<file path="src/sv/nse_pkg.sv">
package nse_pkg;

  // Table geometry
  localparam int MAX_LINES = 64;
  localparam int IDX_W     = $clog2(MAX_LINES);
  localparam int NW        = $clog2(MAX_LINES + 1);

  // Field widths
  localparam int COORD_W   = 16;
  localparam int POINT_W   = 3 * COORD_W;
  localparam int ENTRY_W   = 6;
  localparam int LINES_W   = 7;
  localparam int DIST_W    = 34;
  localparam int SQ_W      = 2 * COORD_W;

  localparam logic [DIST_W-1:0] LIMIT_RESET = 34'd12884901888;

  // Item actions
  localparam logic ACT_LOAD  = 1'b0;
  localparam logic ACT_QUERY = 1'b1;

  // Configuration register indexes
  typedef enum logic [0:0] {
    CFG_LINES_IN_USE = 1'b0,
    CFG_DIST_LIMIT   = 1'b1
  } cfg_reg_t;

  typedef enum logic [1:0] {
    ST_IDLE,
    ST_SCAN,
    ST_WAIT
  } nse_state_t;

  // Controller to datapath
  typedef struct packed {
    logic load_we;
    logic query_start;
    logic scan_step;
    logic out_load;
  } nse_cmd_t;

  // Datapath to controller
  typedef struct packed {
    logic n_zero;
    logic scan_last;
    logic pipe_empty;
    logic out_full;
  } nse_stat_t;

endpackage

</file>
<file path="src/sv/nse_ctrl.sv">
module nse_ctrl (
  input  logic               clk,
  input  logic               rst_n,
  input  logic               in_valid,
  input  logic               in_action,
  output logic               in_ready,
  input  nse_pkg::nse_stat_t stat,
  output nse_pkg::nse_cmd_t  cmd
);

  nse_pkg::nse_state_t state_r;
  nse_pkg::nse_state_t state_nxt;
  logic                in_fire;

  assign in_fire = in_valid && in_ready;

  always_ff @(posedge clk) begin
    if (!rst_n) begin
      state_r <= nse_pkg::ST_IDLE;
    end else begin
      state_r <= state_nxt;
    end
  end

  always_comb begin
    state_nxt = state_r;
    case (state_r)
      nse_pkg::ST_IDLE: begin
        if (in_fire && in_action == nse_pkg::ACT_QUERY) begin
          state_nxt = stat.n_zero ? nse_pkg::ST_WAIT : nse_pkg::ST_SCAN;
        end
      end
      nse_pkg::ST_SCAN: begin
        if (stat.scan_last) begin
          state_nxt = nse_pkg::ST_WAIT;
        end
      end
      nse_pkg::ST_WAIT: begin
        if (stat.pipe_empty && !stat.out_full) begin
          state_nxt = nse_pkg::ST_IDLE;
        end
      end
      default: state_nxt = nse_pkg::ST_IDLE;
    endcase
  end

  always_comb begin
    in_ready        = 1'b0;
    cmd.load_we     = 1'b0;
    cmd.query_start = 1'b0;
    cmd.scan_step   = 1'b0;
    cmd.out_load    = 1'b0;
    case (state_r)
      nse_pkg::ST_IDLE: begin
        in_ready        = 1'b1;
        cmd.load_we     = in_valid && in_action == nse_pkg::ACT_LOAD;
        cmd.query_start = in_valid && in_action == nse_pkg::ACT_QUERY;
      end
      nse_pkg::ST_SCAN: begin
        cmd.scan_step = 1'b1;
      end
      nse_pkg::ST_WAIT: begin
        cmd.out_load = stat.pipe_empty && !stat.out_full;
      end
      default: begin
        in_ready = 1'b0;
      end
    endcase
  end

endmodule

</file>
<file path="config.mk">
export PLATFORM = sky130hd
export DESIGN_NAME = nse_ctrl
export DESIGN_NICKNAME = d
export VERILOG_FILES = /design/src/sv/nse_pkg.sv /design/src/sv/nse_ctrl.sv
export SDC_FILE = /design/constraint.sdc
export NUM_CORES = 1
export LEC_CHECK = 0
export BUFFER_PORTS_ARGS = -buffer_cell sky130_fd_sc_hd__buf_2
export CORE_AREA = 2 2 39 41
export DETAILED_ROUTE_END_ITERATION = 16
export DIE_AREA = 0 0 41 43
export GPL_TIMING_DRIVEN = 0
export PLACE_DENSITY = 0.31
export SLEW_MARGIN = 10
export SYNTH_ARGS = -nofsm -noshare
export SYNTH_HDL_FRONTEND = slang
export SYNTH_SLANG_ARGS = --single-unit
</file>
<file path="constraint.sdc">
create_clock -name clk -period 1.45 [get_ports clk]
set_input_delay 0 -clock clk [delete_from_list [all_inputs] [get_ports clk]]
set_output_delay 0 -clock clk [all_outputs]
set_load 0.02 [all_outputs]
</file>
[Word level (Yosys, flattened, before mapping)]
Index checks and enable logic that the tools add are counted.
Word-level totals
  register bits: 2
  input bits: 8
Operators by class
  eq/ne operators: 5
  muxes and demuxes: 9
  bitwise logic cells: 1
  reductions and logical operators: 8
Operators with widths (number)
  2-to-1 mux 2 bit: 5
  != test 2 bit (second input constant): 3
  one-hot mux 2 bit (3 select lines): 1
  logical AND 1 bit: 5
  2-to-1 mux 1 bit: 3
  AND reduction 3 bit: 1
  == test 2 x 1 -> 1 bit (second input constant): 1
  == test 2 bit (second input constant): 1
  zero test 2 bit: 1
  zero test 1 bit: 1
  inverter 1 bit: 1

[Logic depth before layout (Yosys ltp)]
Gate-level depths: netlist (run 1).
  word-level depth: 6
  depth in mapped cells: 3

[Least setup slack after synthesis (run 1)]
Ideal clock, no wire load.
  path type: register to output
  start: register state_r[0]
  end: output port cmd[3] in the netlist's numbering
  arrival time: 1.142 ns
  required time: 1.450 ns
  setup slack: 0.308 ns
  stages on the path, launching flop included: 2
  path through: dfxtp_1 nor4b_1
RTL lines
  start: declaration: line nse_ctrl.sv:11  | nse_pkg::nse_state_t state_r;
  start signal: assignment: line nse_ctrl.sv:19  | state_r <= nse_pkg::ST_IDLE;
  start signal: assignment: line nse_ctrl.sv:21  | state_r <= state_nxt;
  end: declaration: line nse_ctrl.sv:8  | output nse_pkg::nse_cmd_t cmd

==> results by group, run 1 <==
Timing
  – Setup violators final: 0
  – Final Hold Viols: 0
  – Max-slew violations: 0
  – Hold WS: 26.82 ps
  – Final min period: 1107 ps
  – Clock Skews: 0.6141 ps
  – RSZ-0062 raised after global routing: false
  – Setup TNS: 0 ps
  – F_max: 903.1 MHz
  – Slew @ Worst Pin: 264.7 ps
  – Relative slew margins: 82.33%
  – Final period util: 76.36%

Critical path
  – Critical path endpoint category: output port
  – Worst r2r dst: state_r[1]
  – CP cell instances: nor2b_2 -> nor2b_1 -> buf_2
  – Reg2Reg Setup Slack: 470 ps
  – Crit path buf inv count: 1
  – Top delay family on crit path: flip-flops
  – Max FO, Critical Path: 6
  – CP Class: flip-flop to output port
  – R2r startpoint: state_r[1]
  – Worst path arrival time: 1110 ps
  – CP peak stage delay: 380 ps
  – Worst endpoint required time: 1450 ps
  – CP max stage cell: dfxtp_1
  – R2r worst-path depth: 3
  – Startpoint type of the worst setup path: flip-flop

GRT
  – All-Layer GR Usage: 5.305%
  – Vias in the first global route: 133
  – GRT overflow: 0
  – Initial antenna violation count: 0
  – First-pass GRT wire length: 558 microns
  – Largest net degree at the start of global routing: 8

Clock network
  – Cts hold-fix bufs: 0
  – Clk buf depth: 2
  – Postcts setup bufs: 0
  – Resize count post-CTS: 0
  – CTS buffer count: 3
  – CTS Sinks: 2
  – CTS tree: yes
  – Clock slew at reported path FFs: 30 ps
  – Clk root buf: clkbuf_4
  – H-Tree Depth: 1
  – Clock latency on the worst-skew pair: 220 ps

Min path
  – Hold Path Stages: 2
  – Min-delay worst type: primary input to flip-flop
  – Hold EP: state_r[1]
  – Hold path startpoint: rst_n

Route
  – Antenna viol nets, final: 0
  – Vias per std cell: 3.957
  – Drt first pass iters: 4
  – # DRC: 0
  – Starting DRT DRC Count: 3
  – Routed wire per std cell: 8.532 microns
  – Final wirelength: 401 microns
  – Via count: 186

Placed design
  – Gpl congestion: 0.5089
  – Dpl cells: 44
  – Port bufs: 12

Die
  – Core area: 1384 sq um
  – I/O pin cnt: 13
  – Initial Utilization: 10.49%
  – Die area: 1763 sq um
  – DIE HEIGHT: 43 microns
  – Die W: 41 microns
  – Cell Rows: 14

Yosys
  – Synthesized instance count: 16
  – Post-Syn Area: 145.1 sq um
  – Synth area leader: dfxtp_1
  – Synth top area cells: dfxtp_1, a22oi_2, nand2b_1
  – Syn_nets: 24
  – Yosys warnings: 0
  – Post-synthesis sequential area ratio: 27.59%
  – Yosys cell types: 14
  – Synth top area share: 27.59%
  – Mapped Avg Cell Area: 9.071 sq um
  – Register bit total from synthesis: 2

Pwr
  – Power Density: 923.6 nW/um^2
  – Power, Total: 0.0002288 W
  – Leakage: 0.1143 nW
  – Peak supply drop: 0.0001201 V

Layout
  – Biggest registers after layout: state_r x2
  – Area Growth Syn to Fin: 70.69%
  – Final Net Count: 41
  – Share of cells above drive strength 1: 61.29%
  – Fill count: 158
  – Post-route insts no fill: 47
  – Diodes inserted: 0
  – Max FFs per register: 2
  – Largest reg by FF count: state_r

Run status
  – Status: completed

Flow run
  – Max cap viols: 0
==> layer usage <==
metal  track usage (%)  wire length, microns  vias up
met5                 0                     0        -
met4             4.000                     0        0
met3             4.712                    73        0
met2             5.625                   129       15
met1             6.369                   198       79
li1                  -                     -       92
==> cell families (layout without fill, tap and decap cells) <==
group / Yosys count / count (layout) / share of synthesized area [%]
AND/OR/NAND/NOR: 11 / 11 / 50.86
buffers and inverters: 0 / 15 / 0
flip-flops: 2 / 2 / 27.59
AO/OA/AOI/OAI: 3 / 3 / 21.55
==> power breakdown <==
group / leakage [nW] / internal (W) / total (W) / switching [W]
logic: 0.0842 / 0.0000237 / 0.0000490 / 0.0000253
clock network: 0.0138 / 0.0000909 / 0.000117 / 0.0000263
registers: 0.0163 / 0.0000583 / 0.0000626 / 0.00000432
==> worst reg2reg max path, stage by stage (launching register included) <==
cell and delay (ps):
dfxtp_1 380, and2b_4 220, a22oi_2 200, a21boi_2 70
==> layout make-up <==
type,count,area [sq um],area share (%)
Multi-Input combinational cell,14,105.1,42.42
Tap cell,16,20.02,8.081
Timing Repair Buffer,12,60.06,24.24
Sequential cell,2,40.04,16.16
Clock buffer,3,22.52,9.091
==> worst max-delay path by stage <==
stage               start    endpoint  slack (ps)  cells past startpoint
2_1_floorplan  state_r[0]      cmd[3]         310                      1
3_3_place_gp   state_r[1]  state_r[1]         460                      3
3_5_place_dp   state_r[1]  state_r[1]         460                      3
4_1_cts        state_r[1]      cmd[0]         330                      3
5_1_grt        state_r[1]      cmd[0]         230                      3
6_report       state_r[1]      cmd[0]         340                      3
==> synth_stat cells, drive strengths merged <==
master  count
dfxtp       2
a21boi      1
nor4b       1
nand2       1
nand2b      2
o31ai       1
and3b       1
nor2        1
nor2b       2
nand4       1
a22oi       1
and2b       1
nor3        1
==> stage by stage <==
stage	utilization, %	setup slack (ps)	area (sq um)
finish	17.90	342.7	247.7
global route	17.90	231.1	247.7
CTS	17.90	326.6	247.7
detailed placement	16.27	460.2	225.2
global placement	16.27	457.2	225.2
floorplan	-	307.8	145.1
==> placed cells by master (no fill, tap or decap), drive strengths merged <==
cell and n:
buf 12, clkbuf 3, nand2b 2, dfxtp 2
nor2b 2, nor2 1, nand2 1, nor3 1
and2b 1, nor4b 1, nand4 1, a22oi 1
a21boi 1, o31ai 1, and3b 1
(Power assumes the default switching activity.)
==> run 2: changes to the inputs <==
ABC_AREA = 1   (was unset)
PLACE_DENSITY = 0.33   (was 0.31)
clock period = 0.9 ns   (was 1.45 ns; I/O delays follow)
==> run 2 against run 1 <==
The flow now finishes with violations (setup timing). Register-to-register slack worse by 530 ps. Worst setup slack worse by 450 ps. Global-route usage is 0.10 points higher. Final cell count is 34% higher. Critical endpoint is now cmd[3]. Largest power group is now combinational logic.
==> results by group, run 2 <==
Clock network
  – CTS buffer count: 3 (unchanged)
  – CTS tree: yes
  – Clk buf depth: 2 (unchanged)
  – Clock latency on the worst-skew pair: 220 ps (about the same)
  – Clock slew at reported path FFs: 30 ps (about the same)
  – CTS Sinks: 2 (unchanged)
  – Clk root buf: clkbuf_4
  – H-Tree Depth: 1 (unchanged)

Yosys
  – Syn_nets: 37 (+54%)
  – Post-synth EDFFs: 0 (unchanged)
  – Synthesized instance count: 29 (+13)
  – Post-synth ARST share: 0% (unchanged)
  – Synth top cells by count: inv_1, nand2_1, nor2_1
  – Synth area leader: dfxtp_1
  – Post-Syn Area: 157.7 sq um (+8.6%)
  – Yosys warnings: 0 (unchanged)
  – Synth top area cells: dfxtp_1, inv_1, nand2_1
  – Mapped Avg Cell Area: 5.436 sq um (-40%)
  – Predominant post-synthesis flop cell: dfxtp_1
  – Register bit total from synthesis: 2 (unchanged)
  – Synth top area share: 25.40% (-2.2 points)
  – Yosys cell types: 12 (-2)
  – Post-synthesis sequential area ratio: 25.40% (-2.2 points)

Flow run
  – Max cap viols: 0 (unchanged)

Critical path
  – R2r worst-path depth: 7 (+4)
  – Reg2Reg Setup Slack: -60 ps (-530 ps)
  – CP Class: flip-flop to output port
  – Worst endpoint required time: 900 ps (-550 ps)
  – Startpoint type of the worst setup path: flip-flop
  – Max FO, Critical Path: 5 (-1)
  – Worst r2r dst: state_r[0]
  – Worst path arrival time: 1010 ps (-100 ps)
  – R2r startpoint: state_r[1]
  – Critical path endpoint category: output port

Timing
  – Slew @ Worst Pin: 133.1 ps (-131.6 ps)
  – Hold WS: 126.1 ps (+99.25 ps)
  – Max-slew violations: 0 (unchanged)
  – Setup TNS: -225.5 ps (-225.5 ps)
  – Clock Skews: 4.753 ps (+4.139 ps)
  – Relative slew margins: 91.06% (+8.7 points)
  – Final period util: 111.8%
  – RSZ-0062 raised after global routing: true
  – Final setup margin: -106.5 ps (-449.3 ps)
  – F_max: 993.5 MHz
  – Final min period: 1007 ps
  – Setup violators final: 4 (+4)
  – Final Hold Viols: 0 (unchanged)

Route
  – Routed wire per std cell: 7.127 microns (-16%)
  – Via count: 224 (+20%)
  – Starting DRT DRC Count: 1 (-2)
  – Drt first pass iters: 2 (-2)
  – Final wirelength: 449 microns (+12%)
  – # DRC: 0 (unchanged)
  – Antenna viol nets, final: 0 (unchanged)
  – Vias per std cell: 3.556 (-10%)

Layout
  – Largest reg by FF count: state_r
  – Final Util: 23.87% (+6.0 points)
  – Biggest registers after layout: state_r x2
  – Most frequent cells in the layout: buf_2, inv_1, nand2_1
  – Most common cell after layout, fill and taps aside: buf_2
  – Fill count: 164 (+3.8%)
  – Area Growth Syn to Fin: 109.5%
  – Final Net Count: 57 (+39%)
  – Max FFs per register: 2 (unchanged)
  – Final instance area: 330.3 sq um (+33%)
  – Share of cells above drive strength 1: 55.32% (-6.0 points)
  – Diodes inserted: 0 (unchanged)

Placed design
  – Port bufs: 12 (unchanged)
  – Post-DP HPWL: 342.8 microns
  – Gpl congestion: 0.6549 (+29%)
  – Placed cell areas: 250.2 sq um (+11%)
  – Place WS: -123.4 ps (-583.6 ps)

Die
  – Die W: 41 microns (unchanged)
  – Cell Rows: 14 (unchanged)
  – Die area: 1763 sq um (unchanged)
  – I/O pin cnt: 13 (unchanged)
  – Core area: 1384 sq um (unchanged)
  – DIE HEIGHT: 43 microns (unchanged)
  – Initial Utilization: 11.39% (+0.90 points)

Min path
  – Min-delay worst type: primary input to flip-flop
  – Hold EP: state_r[0]
  – Hold path startpoint: stat[3]
  – Hold Path Stages: 6 (+4)

Pwr
  – Sw frac: 33.18% (+8.8 points)
  – Int Pwr: 0.0003598 W (+110%)
  – Clock power frac: 35.5% (-16 points)
  – Switching power: 0.0001787 W (+220%)
  – Seq pwr share: 23.3% (-4.1 points)
  – Leakage: 0.1800 nW (+57%)
  – Combinational share of power: 41.2% (+20 points)
  – Power Density: 1630 nW/um^2 (+77%)
  – Peak supply drop: 0.0005797 V (+380%)

Run status
  – Status: complete, but fails checks
  – Failing checks: setup timing

GRT
  – First-pass GRT wire length: 621 microns (+11%)
  – GRT overflow: 0 (unchanged)
  – All-Layer GR Usage: 5.405% (+0.10 points)
  – Initial antenna violation count: 0 (unchanged)
  – Vias in the first global route: 172 (+29%)
  – Largest net degree at the start of global routing: 8 (unchanged)
-- run 2: changes by cell type after synthesis, sizes merged, moves of 2 or more --
cell    delta
inv        +7
nand2      +7
nand2b     -2
nor2       +5
nor2b      -2
-- run 2: power groups by stage --
stage                     Combinational [W]  Sequential, W  Clock, W
after floorplan                    0.000112       0.000120         0
after global placement             0.000163       0.000126         0
after detailed placement           0.000161       0.000125         0
after CTS                          0.000184       0.000127  0.000210
after global routing               0.000239       0.000129  0.000215
final                              0.000222       0.000125  0.000191
-- run 2: layout make-up --
class / count / area (sq um) / share of cell area, %
clock buffer: 3 / 22.52 / 6.818
sequential: 2 / 47.55 / 14.39
multi-input combinational: 20 / 111.4 / 33.71
inverter: 7 / 26.28 / 7.955
timing repair buffer: 15 / 102.6 / 31.06
tap: 16 / 20.02 / 6.061
-- run 2: what timing repair did --
action                                 in CTS  in global routing
pin swaps                                   4                  4
hold buffers                                1                  0
resized for setup                           7                  5
setup buffers                               1                  1
endpoints found under the hold margin       2                  0
setup endpoints to repair                   7                  7
-- run 2: cells by family (layout without fill, tap and decap cells) --
kind of cell / count (synthesis) / in the layout / synth area share, %
simple gates: 18 / 18 / 51.59
buf+inv: 7 / 25 / 16.66
compound gates: 2 / 2 / 6.343
flops: 2 / 2 / 25.40
-- run 2: worst max path at each step --
stage | start | endpoint | cells after the start
2_1_floorplan | state_r[1] | state_r[0] | 7
3_3_place_gp | state_r[1] | state_r[0] | 7
3_5_place_dp | state_r[1] | state_r[0] | 7
4_1_cts | state_r[0] | cmd[3] | 4
5_1_grt | state_r[1] | cmd[3] | 4
6_report | state_r[1] | cmd[3] | 4
-- run 2: through the flow --
step | total power (W) | cells
3_3_place_gp | 0.0002888 | 57
5_1_grt | 0.0005820 | 63
4_1_cts | 0.0005205 | 62
2_1_floorplan | 0.0002325 | 29
3_5_place_dp | 0.0002860 | 57
6_report | 0.0005385 | 63
-- run 2: worst max-delay path: stages, from the launching register on --
cell and delay, ps:
dfxtp_4 350, nor2_4 130, nand2_2 80, nor2_4 110
buf_6 120
-- run 2: layer usage --
layer,vias up,share of wire (%),global-route usage (%)
li1,125,-,-
met1,95,42,5.732
met2,4,53,7.500
met3,0,4.5,4.712
met4,0,0,2.000
met5,-,0,0
